$ cat config.mk
export PLATFORM = sky130hd
export DESIGN_NAME = cpsm_ram
export DESIGN_NICKNAME = d
export VERILOG_FILES = /design/src/cpsm_ram.sv
export SDC_FILE = /design/constraint.sdc
export NUM_CORES = 1
export LEC_CHECK = 0
export BUFFER_PORTS_ARGS = -buffer_cell sky130_fd_sc_hd__buf_4
export CORE_MARGIN = 4
export CORE_UTILIZATION = 60
export DETAILED_ROUTE_END_ITERATION = 6
export GPL_TIMING_DRIVEN = 0
export PLACE_DENSITY = 0.78
export REMOVE_ABC_BUFFERS = 1
export SYNTH_ARGS = -nofsm -noshare
export SYNTH_HDL_FRONTEND = slang
export SYNTH_SLANG_ARGS = --single-unit
$ cat constraint.sdc
create_clock -name clk -period 2.2 [get_ports clk]
set_input_delay 0.55 -clock clk [delete_from_list [all_inputs] [get_ports clk]]
set_output_delay 0.55 -clock clk [all_outputs]
set_load 0.02 [all_outputs]
$ cat src/cpsm_ram.sv
// ----------------------------------------------------------------------------
// cpsm_ram
// Generic simple dual-port RAM: one write port, one registered read port.
// ----------------------------------------------------------------------------
module cpsm_ram #(
  parameter int  WIDTH = 8,
  parameter int  DEPTH = 16,
  localparam int AW    = $clog2(DEPTH)
) (
  input  logic             clk,
  input  logic             we,
  input  logic [AW-1:0]    waddr,
  input  logic [WIDTH-1:0] wdata,
  input  logic [AW-1:0]    raddr,
  output logic [WIDTH-1:0] rdata
);

  logic [WIDTH-1:0] mem [DEPTH];

  always_ff @(posedge clk) begin
    if (we) begin
      mem[waddr] <= wdata;
    end
    rdata <= mem[raddr];
  end

endmodule

Word level (Yosys, flattened, before mapping)
Memory sizes are Yosys's and may differ from the RTL's. A register that Yosys moved wholly into a read port is not among the register bits.
Cells that the tools add are included.
W data, S select, Z words.
{"block": "word_totals", "regBits": 0, "ram_bits": 128, "in_bits": 18, "output_inout_bits": 8, "elab_cells": 3, "n_memories": 1}
{"block": "classes", "mux": 2}
{"memory": "mem", "depth": 16, "word_bits": 8, "rd": 1, "rd_clocked_by_memory_dff": 1, "write_ports": 1, "line": "18", "rtl": "logic [WIDTH-1:0] mem [DEPTH];"}
{"op": "$mux W1", "count": 2}

Logic depth before layout (Yosys ltp)
Gate-level depths: netlist of run 1.
{"block": "depth", "depth_word": 2, "ltp_mapped": 5, "depth_no_buf": 3}

Least setup slack after synthesis of run 1
No wires, ideal clock.
{"block": "synth_path", "path_type": "input to register", "from": "input port waddr[2]", "to": "memory mem[0][0], enable pin", "setup_ns": 0.383, "arrival_ns": 1.660, "required_ns": 1.817, "path_slack_ns": 0.157, "cell_stages": 2, "path_buffers": 0, "cell_sequence": "or3b_2 -> nor3_1"}
{"element": "start: declaration", "line": "12", "rtl": "input logic [AW-1:0] waddr,"}
{"element": "end: declaration", "line": "18"}
No word-level cell before the write port.

Worst setup path after layout of run 1
{"block": "layout_path", "from": "input port waddr[2]", "to": "memory mem[0][5], enable pin"}
No word-level cell before the write port.

==> results.md, run 1 <==
* Drt drc at 0
* Xor and xnor fraction of the mapped netlist area at 0%
* Synthesized area at a little over 5000 um2
* Register area at between 4000 and 5000 um2
* Peak VDD IR at between 0.6 and 0.7 mV
* Initial antenna violation count at 0
* Min Hold Slack at between 300 and 400 ps
* Sequential element share of the synthesized area at 77.78%
* Reg2reg end: rdata[3]
* Post-synth cell types at 19
* DP HPWL at ~5800 um
* Clk sinks at between 100 and 150
* Io pins at 26
* Core area at between 8000 and 9000 um2
* Power per Cell Area at roughly 1000 nW/um2
* Mean Syn Cell Area at between 20 and 25 um2
* FF+latch count, synth at 136
* CP Max Fanout at 5
* Max Slew Vio Count at 0
* Clock skew at 4.480 ps
* DR WL/cell at 26.72 um
* CP required at ~2400 ps
* Setup Slack @ Placement at -261.6 ps
* Share of cells above drive strength 1 at between 20% and 30%
* Max clock buf depth at 2
* Fillers at approximately 460
* Fin crit period at a little under 2000 ps
* Setup repair after global routing missed its margin: false
* Synth Area in Compound Gates at around 2.3%
* Most numerous cell in the Yosys netlist: edfxtp_1
* First-pass GRT wire length at ~16,000 um
* Hold Fails Final Rpt at 0
* Crit path launch type: input port
* Simple-gate share of the synthesized area at 3.184%
* Post-route ant nets at 0
* DRT Pass-1 Iters at 5
* Most used cell, CP: buf_4
* Final setup TNS at 0 ps
* Post-synthesis adder-cell area fraction at 0%
* Util after Layout at 72.47%
* Vias per std cell at ~6.5
* Hold Path Class: input port to flip-flop
* NumNets Final at approximately 280
* Core Rows at 33
* Period utilisation layout at approximately nine tenths
* Via Count at 2,477
* Synth async-reset ratio at 0%
* Post-synth top flop: edfxtp_1
* Cell taking the most area after synthesis: edfxtp_1
* Hold Path Origin: wdata[1]
* Critical path endpoint category: flip-flop
* Initial core utilization at 62.02%
* Clk pin slew, worst setup/hold paths at ~60 ps
* Die width at just over 100 um
* Synth top area cells: edfxtp_1 75%, mux4_2 7.9%, mux4_1 7.1%, dfxtp_1 3.1%, a22oi_1 2.3%
* Worst-Margin Slew at approximately 1000 ps
* Routed WL at 10,210 um
* # Max-Cap Violations at 0
* Total track usage at 22.18%
* Post-Syn Instances at ~230
* R2R cell count at 3
* Post_cts resized at 0
* Crit-path max cell delay at ~700 ps
* Ant. Diodes at 0
* CTS Buf Count at 17
* Setup Crit Path Kind: input port to flip-flop
* Die height at 100.6 um
* CTS Root Buffer Type: clkbuf_8
* Hold Path Cell Cnt at 1
* # Post-CTS Setup Buffers at 0
* Critical R2R Launch: mem[0][3]
* Full die area at between 10,000 and 15,000 um2
* Post-CTS Hold Buffers at 0
* Post-route setup slack at ~240 ps
* Cells along the critical path: buf_4 > or3b_2 > nor3_1 > buf_4
* Status: finished, final reports clean
* H-tree depth at 4
* RePlAce Congestion at approximately 0.7
* Largest net degree at the start of global routing at 33
* Synth Warn # at 0
* Largest family of logic cells by synthesized area: multiplexers
* Port buffer count at 25
* Post-synth top area share at between 70 and 80%
* Placed cells at between 300 and 400
* R2r setup slk at 720 ps
* Leakage at ~2 nW
* Fin cells at approximately 380
* Power Total at 6.091 mW
* Final Cell Area at approximately 6000 um2
* Number of synthesized flops with an enable pin at 128
* Fmax at 509.5 MHz
* Syn-to-layout area delta at 16.84%
* Post-synthesis mux area share at approximately 15%
* Vias in the first global route at between 2k and 3k
* Post-synth top cells: 128 x edfxtp_1, 18 x mux4_2, 16 x a22oi_1
* Crit-path slowest cell: nor3_1
* Slew Limit Headroom at about a third
* CTS tree: done
* Skew-Pair Late Insertion Delay at a little over 500 ps
* Final Setup Violations at 0
* Area post-placement at around 5400 um2
* Hold path endpoint: mem[8][1]
* GR Overflow Total at 0
* Critical path arrival at 2180 ps
* Initial DRC count at roughly 230
* Multi-input gate area at 1072 um2
## critical path, delay by kind of cell
family        cells  cell delay, ps
buf+inv           2             410
simple gates      2            1230
## cell usage in the layout, fill, tap and decap left out, drive strengths merged, types with 2 or more instances in the layout
cell type  netlist  final
a22oi           16     16
buf              7     26
mux4            32     32
nand3b           2      2
nand2            9      9
nor3             4      4
edfxtp         128    128
bufinv           0      4
nand2b           2      2
clkinv           0      6
clkinvlp         0      2
nor2            13     13
clkbuf           0     20
dfxtp            8      8
## state kept, by name (all words and copies together) (netlist names)
name,cells
rdata,8
mem,128
## routing by layer
layer	track usage [%]	vias up	part of all wire, %
met5	0	-	0
met4	7.979	0	2.2
met3	6.782	20	10
met2	36.30	148	52
met1	28.36	1266	36
li1	-	1043	-
## cell type report
type / count / share of cell area, %
sequential: 136 / 66.57
tap: 105 / 2.184
timing repair buffer: 26 / 3.245
clock inverter: 12 / 2.933
clock buffer: 20 / 7.239
multi-input combinational: 83 / 17.83
## how the worst max path moves through the flow
stage | from | to | slack (ps) | cells past startpoint
floorplan | waddr[2] | mem[0][0] | 160 | 2
global placement | waddr[2] | mem[0][1] | -510 | 3
global route | waddr[2] | mem[0][5] | 190 | 4
detailed placement | waddr[2] | mem[0][1] | -260 | 4
finish | waddr[2] | mem[0][5] | 240 | 4
CTS | waddr[2] | mem[0][5] | 210 | 4
## power by group
| part | switching, mW | total [mW] | internal (mW) |
|---|---|---|---|
| registers | 0.0166 | 2.91 | 2.90 |
| logic | 0.171 | 0.293 | 0.122 |
| clock network | 1.02 | 2.88 | 1.87 |
| total | 1.20 | 6.09 | 4.89 |
## cell families after synthesis
kind of cell	after synthesis
compound gates	16
buf+inv	10
flops	136
mux	32
simple gates	35
(Power assumes the default switching activity.)
==> run 2, diff against run 1 <==
- ABC_AREA: not set -> 1
- CORE_UTILIZATION: 60 -> 61
- PLACE_DENSITY: 0.78 -> 0.79
==> run 2 against run 1 <==
The flow now finishes with violations (design-rule violations). Non-clock buffer count fell by 1. Via count rose by 53%. Final area rose by 8.5%. Clock skew rose by 1.0 ps. Critical path type unchanged. Worst setup slack improved by 23 ps. Combinational power rose by 24%. Sequential power barely moved. Largest power group unchanged. Wire length rose by 19%. Die area rose by 9.4%. Fmax rose by 1.2%. Count of clock-buffer cells in the layout fell by 2. Critical path depth rose by 3.
==> results.md, run 2 <==
* Critical R2R Launch: mem[1][1]
* Via Count at 3,794 (+53%)
* Ant. Diodes at 0 (unchanged)
* GR Overflow Total at 0 (unchanged)
* Post-CTS Hold Buffers at 0 (unchanged)
* Synth async-reset ratio at 0% (unchanged)
* Max clock buf depth at 2 (unchanged)
* Worst-Margin Slew at 1073 ps (+50.05 ps)
* DR WL/cell at 17.02 um (-36%)
* CTS Root Buffer Type: clkbuf_8
* Crit-path slowest cell: inv_2
* Failing checks: design-rule violations
* Post-synth top cells: 173 x nand2_1, 128 x edfxtp_1, 100 x inv_1
* Hold Path Class: input port to flip-flop
* Fmax at 515.5 MHz (+1.2%)
* Final Setup Violations at 0 (unchanged)
* Power per Cell Area at 917.1 nW/um2 (-9.4%)
* Setup Slack @ Placement at -273.9 ps (-12.31 ps)
* Full die area at 11,070 um2 (+9.4%)
* Fillers at 602 (+31%)
* Die width at 105.2 um (+4.6%)
* Total track usage at 22.99% (+0.81 points)
* Share of cells above drive strength 1 at 9.434% (-19 points)
* Post_cts resized at 0 (unchanged)
* CP bufs+invs at 2 (unchanged)
* DP HPWL at 6881 um (+20%)
* RePlAce Congestion at 0.7712 (+13%)
* Peak VDD IR at 0.7118 mV (+9.3%)
* Hold Path Origin: wdata[6]
* Multi-input gate area at 1214 um2 (+13%)
* Commonest non-fill, non-tap cells in the layout: 173 x nand2_1, 128 x edfxtp_1, 100 x inv_1, 97 x nand3_1, 25 x buf_4
* Cell taking the most area after synthesis: edfxtp_1
* Critical path arrival at 2340 ps (+160 ps)
* First-pass GRT wire length at 19,040 um (+22%)
* H-tree depth at 4 (unchanged)
* Leakage at 2.808 nW (+39%)
* Status: complete, but fails checks
* Cells along the critical path: buf_4 > inv_2 > nand2_1 > nand3_1 > nand3_1 > nand3_1 > nand2_1
* Most numerous cell in the Yosys netlist: nand2_1
* Post-route ant nets at 0 (unchanged)
* Max Slew Vio Count at 0 (unchanged)
* Syn-to-layout area delta at 13.13%
* Vias per std cell at 5.329 (-18%)
* CP required at 2600 ps (+180 ps)
* Clk pin slew, worst setup/hold paths at 60 ps (about the same)
* CTS tree: done
* Die height at 105.2 um (+4.6%)
* Clock skew at 5.485 ps (+1.005 ps)
* Crit-path max cell delay at 870 ps (+170 ps)
* Critical path endpoint category: flip-flop
* Core Rows at 35 (+6.1%)
* Synth top area cells: edfxtp_1 67%, nand2_1 11%, nand3_1 8.4%, inv_1 6.5%, dfxtp_1 2.8%
* Slew Limit Headroom at 28.38% (-3.2 points)
* NumNets Final at 589 (+110%)
* Largest register FFs at 128 (unchanged)
* CP delay by family, top: buffers and inverters
* Initial core utilization at 62.41% (+0.39 points)
* Register area at 4004 um2 (unchanged)
* Number of synthesized flops with an enable pin at 128 (unchanged)
* Post-Syn Instances at 551 (+140%)
* Initial DRC count at 385 (+65%)
* Skew-Pair Late Insertion Delay at 510 ps (about the same)
* # Max-Cap Violations at 0 (unchanged)
* Routed WL at 12,120 um (+19%)
* Post-synth cell types at 12 (-7)
* Mean Syn Cell Area at 10.47 um2 (-53%)
* Initial antenna violation count at 0 (unchanged)
* Core area at 9240 um2 (+11%)
* Largest regs: mem (128), rdata (8)
* Commonest non-fill, non-tap cell in the layout: nand2_1
* Largest net degree at the start of global routing at 66 (+100%)
* Period utilisation layout at 88.18% (-1.0 points)
* Largest Register: mem
* Sequential element share of the synthesized area at 69.43% (-8.4 points)
* CP Launch Point: raddr[0]
* Clk sinks at 136 (unchanged)
* Drt drc at 1 (+1)
* Min Hold Slack at 352.6 ps (+13.06 ps)
* Post-synth top area share at 66.65% (-8.0 points)
* Vias in the first global route at 3,664 (+42%)
* Setup repair after global routing missed its margin: false
* Synth Warn # at 0 (unchanged)
* Port buffer count at 25 (unchanged)
* CTS Buf Count at 17 (unchanged)
* Setup Crit Path Kind: input port to flip-flop
* FF+latch count, synth at 136 (unchanged)
* Post-synth top flop: edfxtp_1
* Post-route setup slack at 260.0 ps (+22.58 ps)
* DRT Pass-1 Iters at 7 (+2)
* Crit path launch type: input port
* Most used cell, CP: nand3_1
* Fin crit period at 1940 ps (-22.58 ps)
* Synthesized area at 5767 um2 (+12%)
* Io pins at 26 (unchanged)
* Hold Fails Final Rpt at 0 (unchanged)
* # Post-CTS Setup Buffers at 0 (unchanged)
* CP Max Fanout at 65 (+60)
run 2: kinds of logic (layout without fill, tap and decap cells):
| kind of cell | Yosys count | in the layout | synth area share [%] |
|---|---|---|---|
| buffers and inverters | 126 | 158 | 9.525 |
| flip-flops | 136 | 136 | 69.43 |
| AND/OR/NAND/NOR | 289 | 289 | 21.05 |
run 2: routing by layer:
layer  GRT usage, %  wire [um]  up-vias
met1          27.99       4464     1775
met2          39.66       6409      178
met3          4.776        897       31
li1               -          -     1810
met4          10.03        345        0
met5              0          0        -
run 2: stage by stage:
step           setup TNS, ps  total power [mW]  std cells  utilization [%]  cell area (um2)
4_1_cts                    0             5.989        712            70.60             6524
6_report                   0             5.983        712            70.60             6524
2_1_floorplan              0             3.142        527                -             5600
3_3_place_gp           -1474             3.303        681            64.39             5949
3_5_place_dp           -1849             3.320        681            64.39             5949
5_1_grt                    0             6.163        712            70.60             6524
run 2: final cells by class:
| type | instances | share of cell area [%] |
|---|---|---|
| tap | 129 | 2.474 |
| inverter | 102 | 5.869 |
| multi-input combinational | 289 | 18.60 |
| clock inverter | 13 | 2.397 |
| sequential | 136 | 61.37 |
| clock buffer | 18 | 6.406 |
| timing repair buffer | 25 | 2.877 |
run 2: worst paths after layout:
kind / endpoint / slack, ps / cells past startpoint
max: rdata[2] / 260 / 7
min: mem[9][6] / 350 / 1
max reg2reg: rdata[1] / 1130 / 6
min reg2reg: rdata[5] / 680 / 6
run 2: power breakdown:
group	total [mW]	internal, mW	switching [mW]
clock network	2.71	1.71	0.998
registers	2.91	2.90	0.0158
logic	0.363	0.109	0.255
total	5.98	4.71	1.27
run 2: worst register-to-register path, cell delays in order (launching register included):
cell	delay [ps]
edfxtp_1	380
inv_1	80
nand2_1	70
nand3_1	140
nand3_1	90
nand3_1	110
nand2_1	90
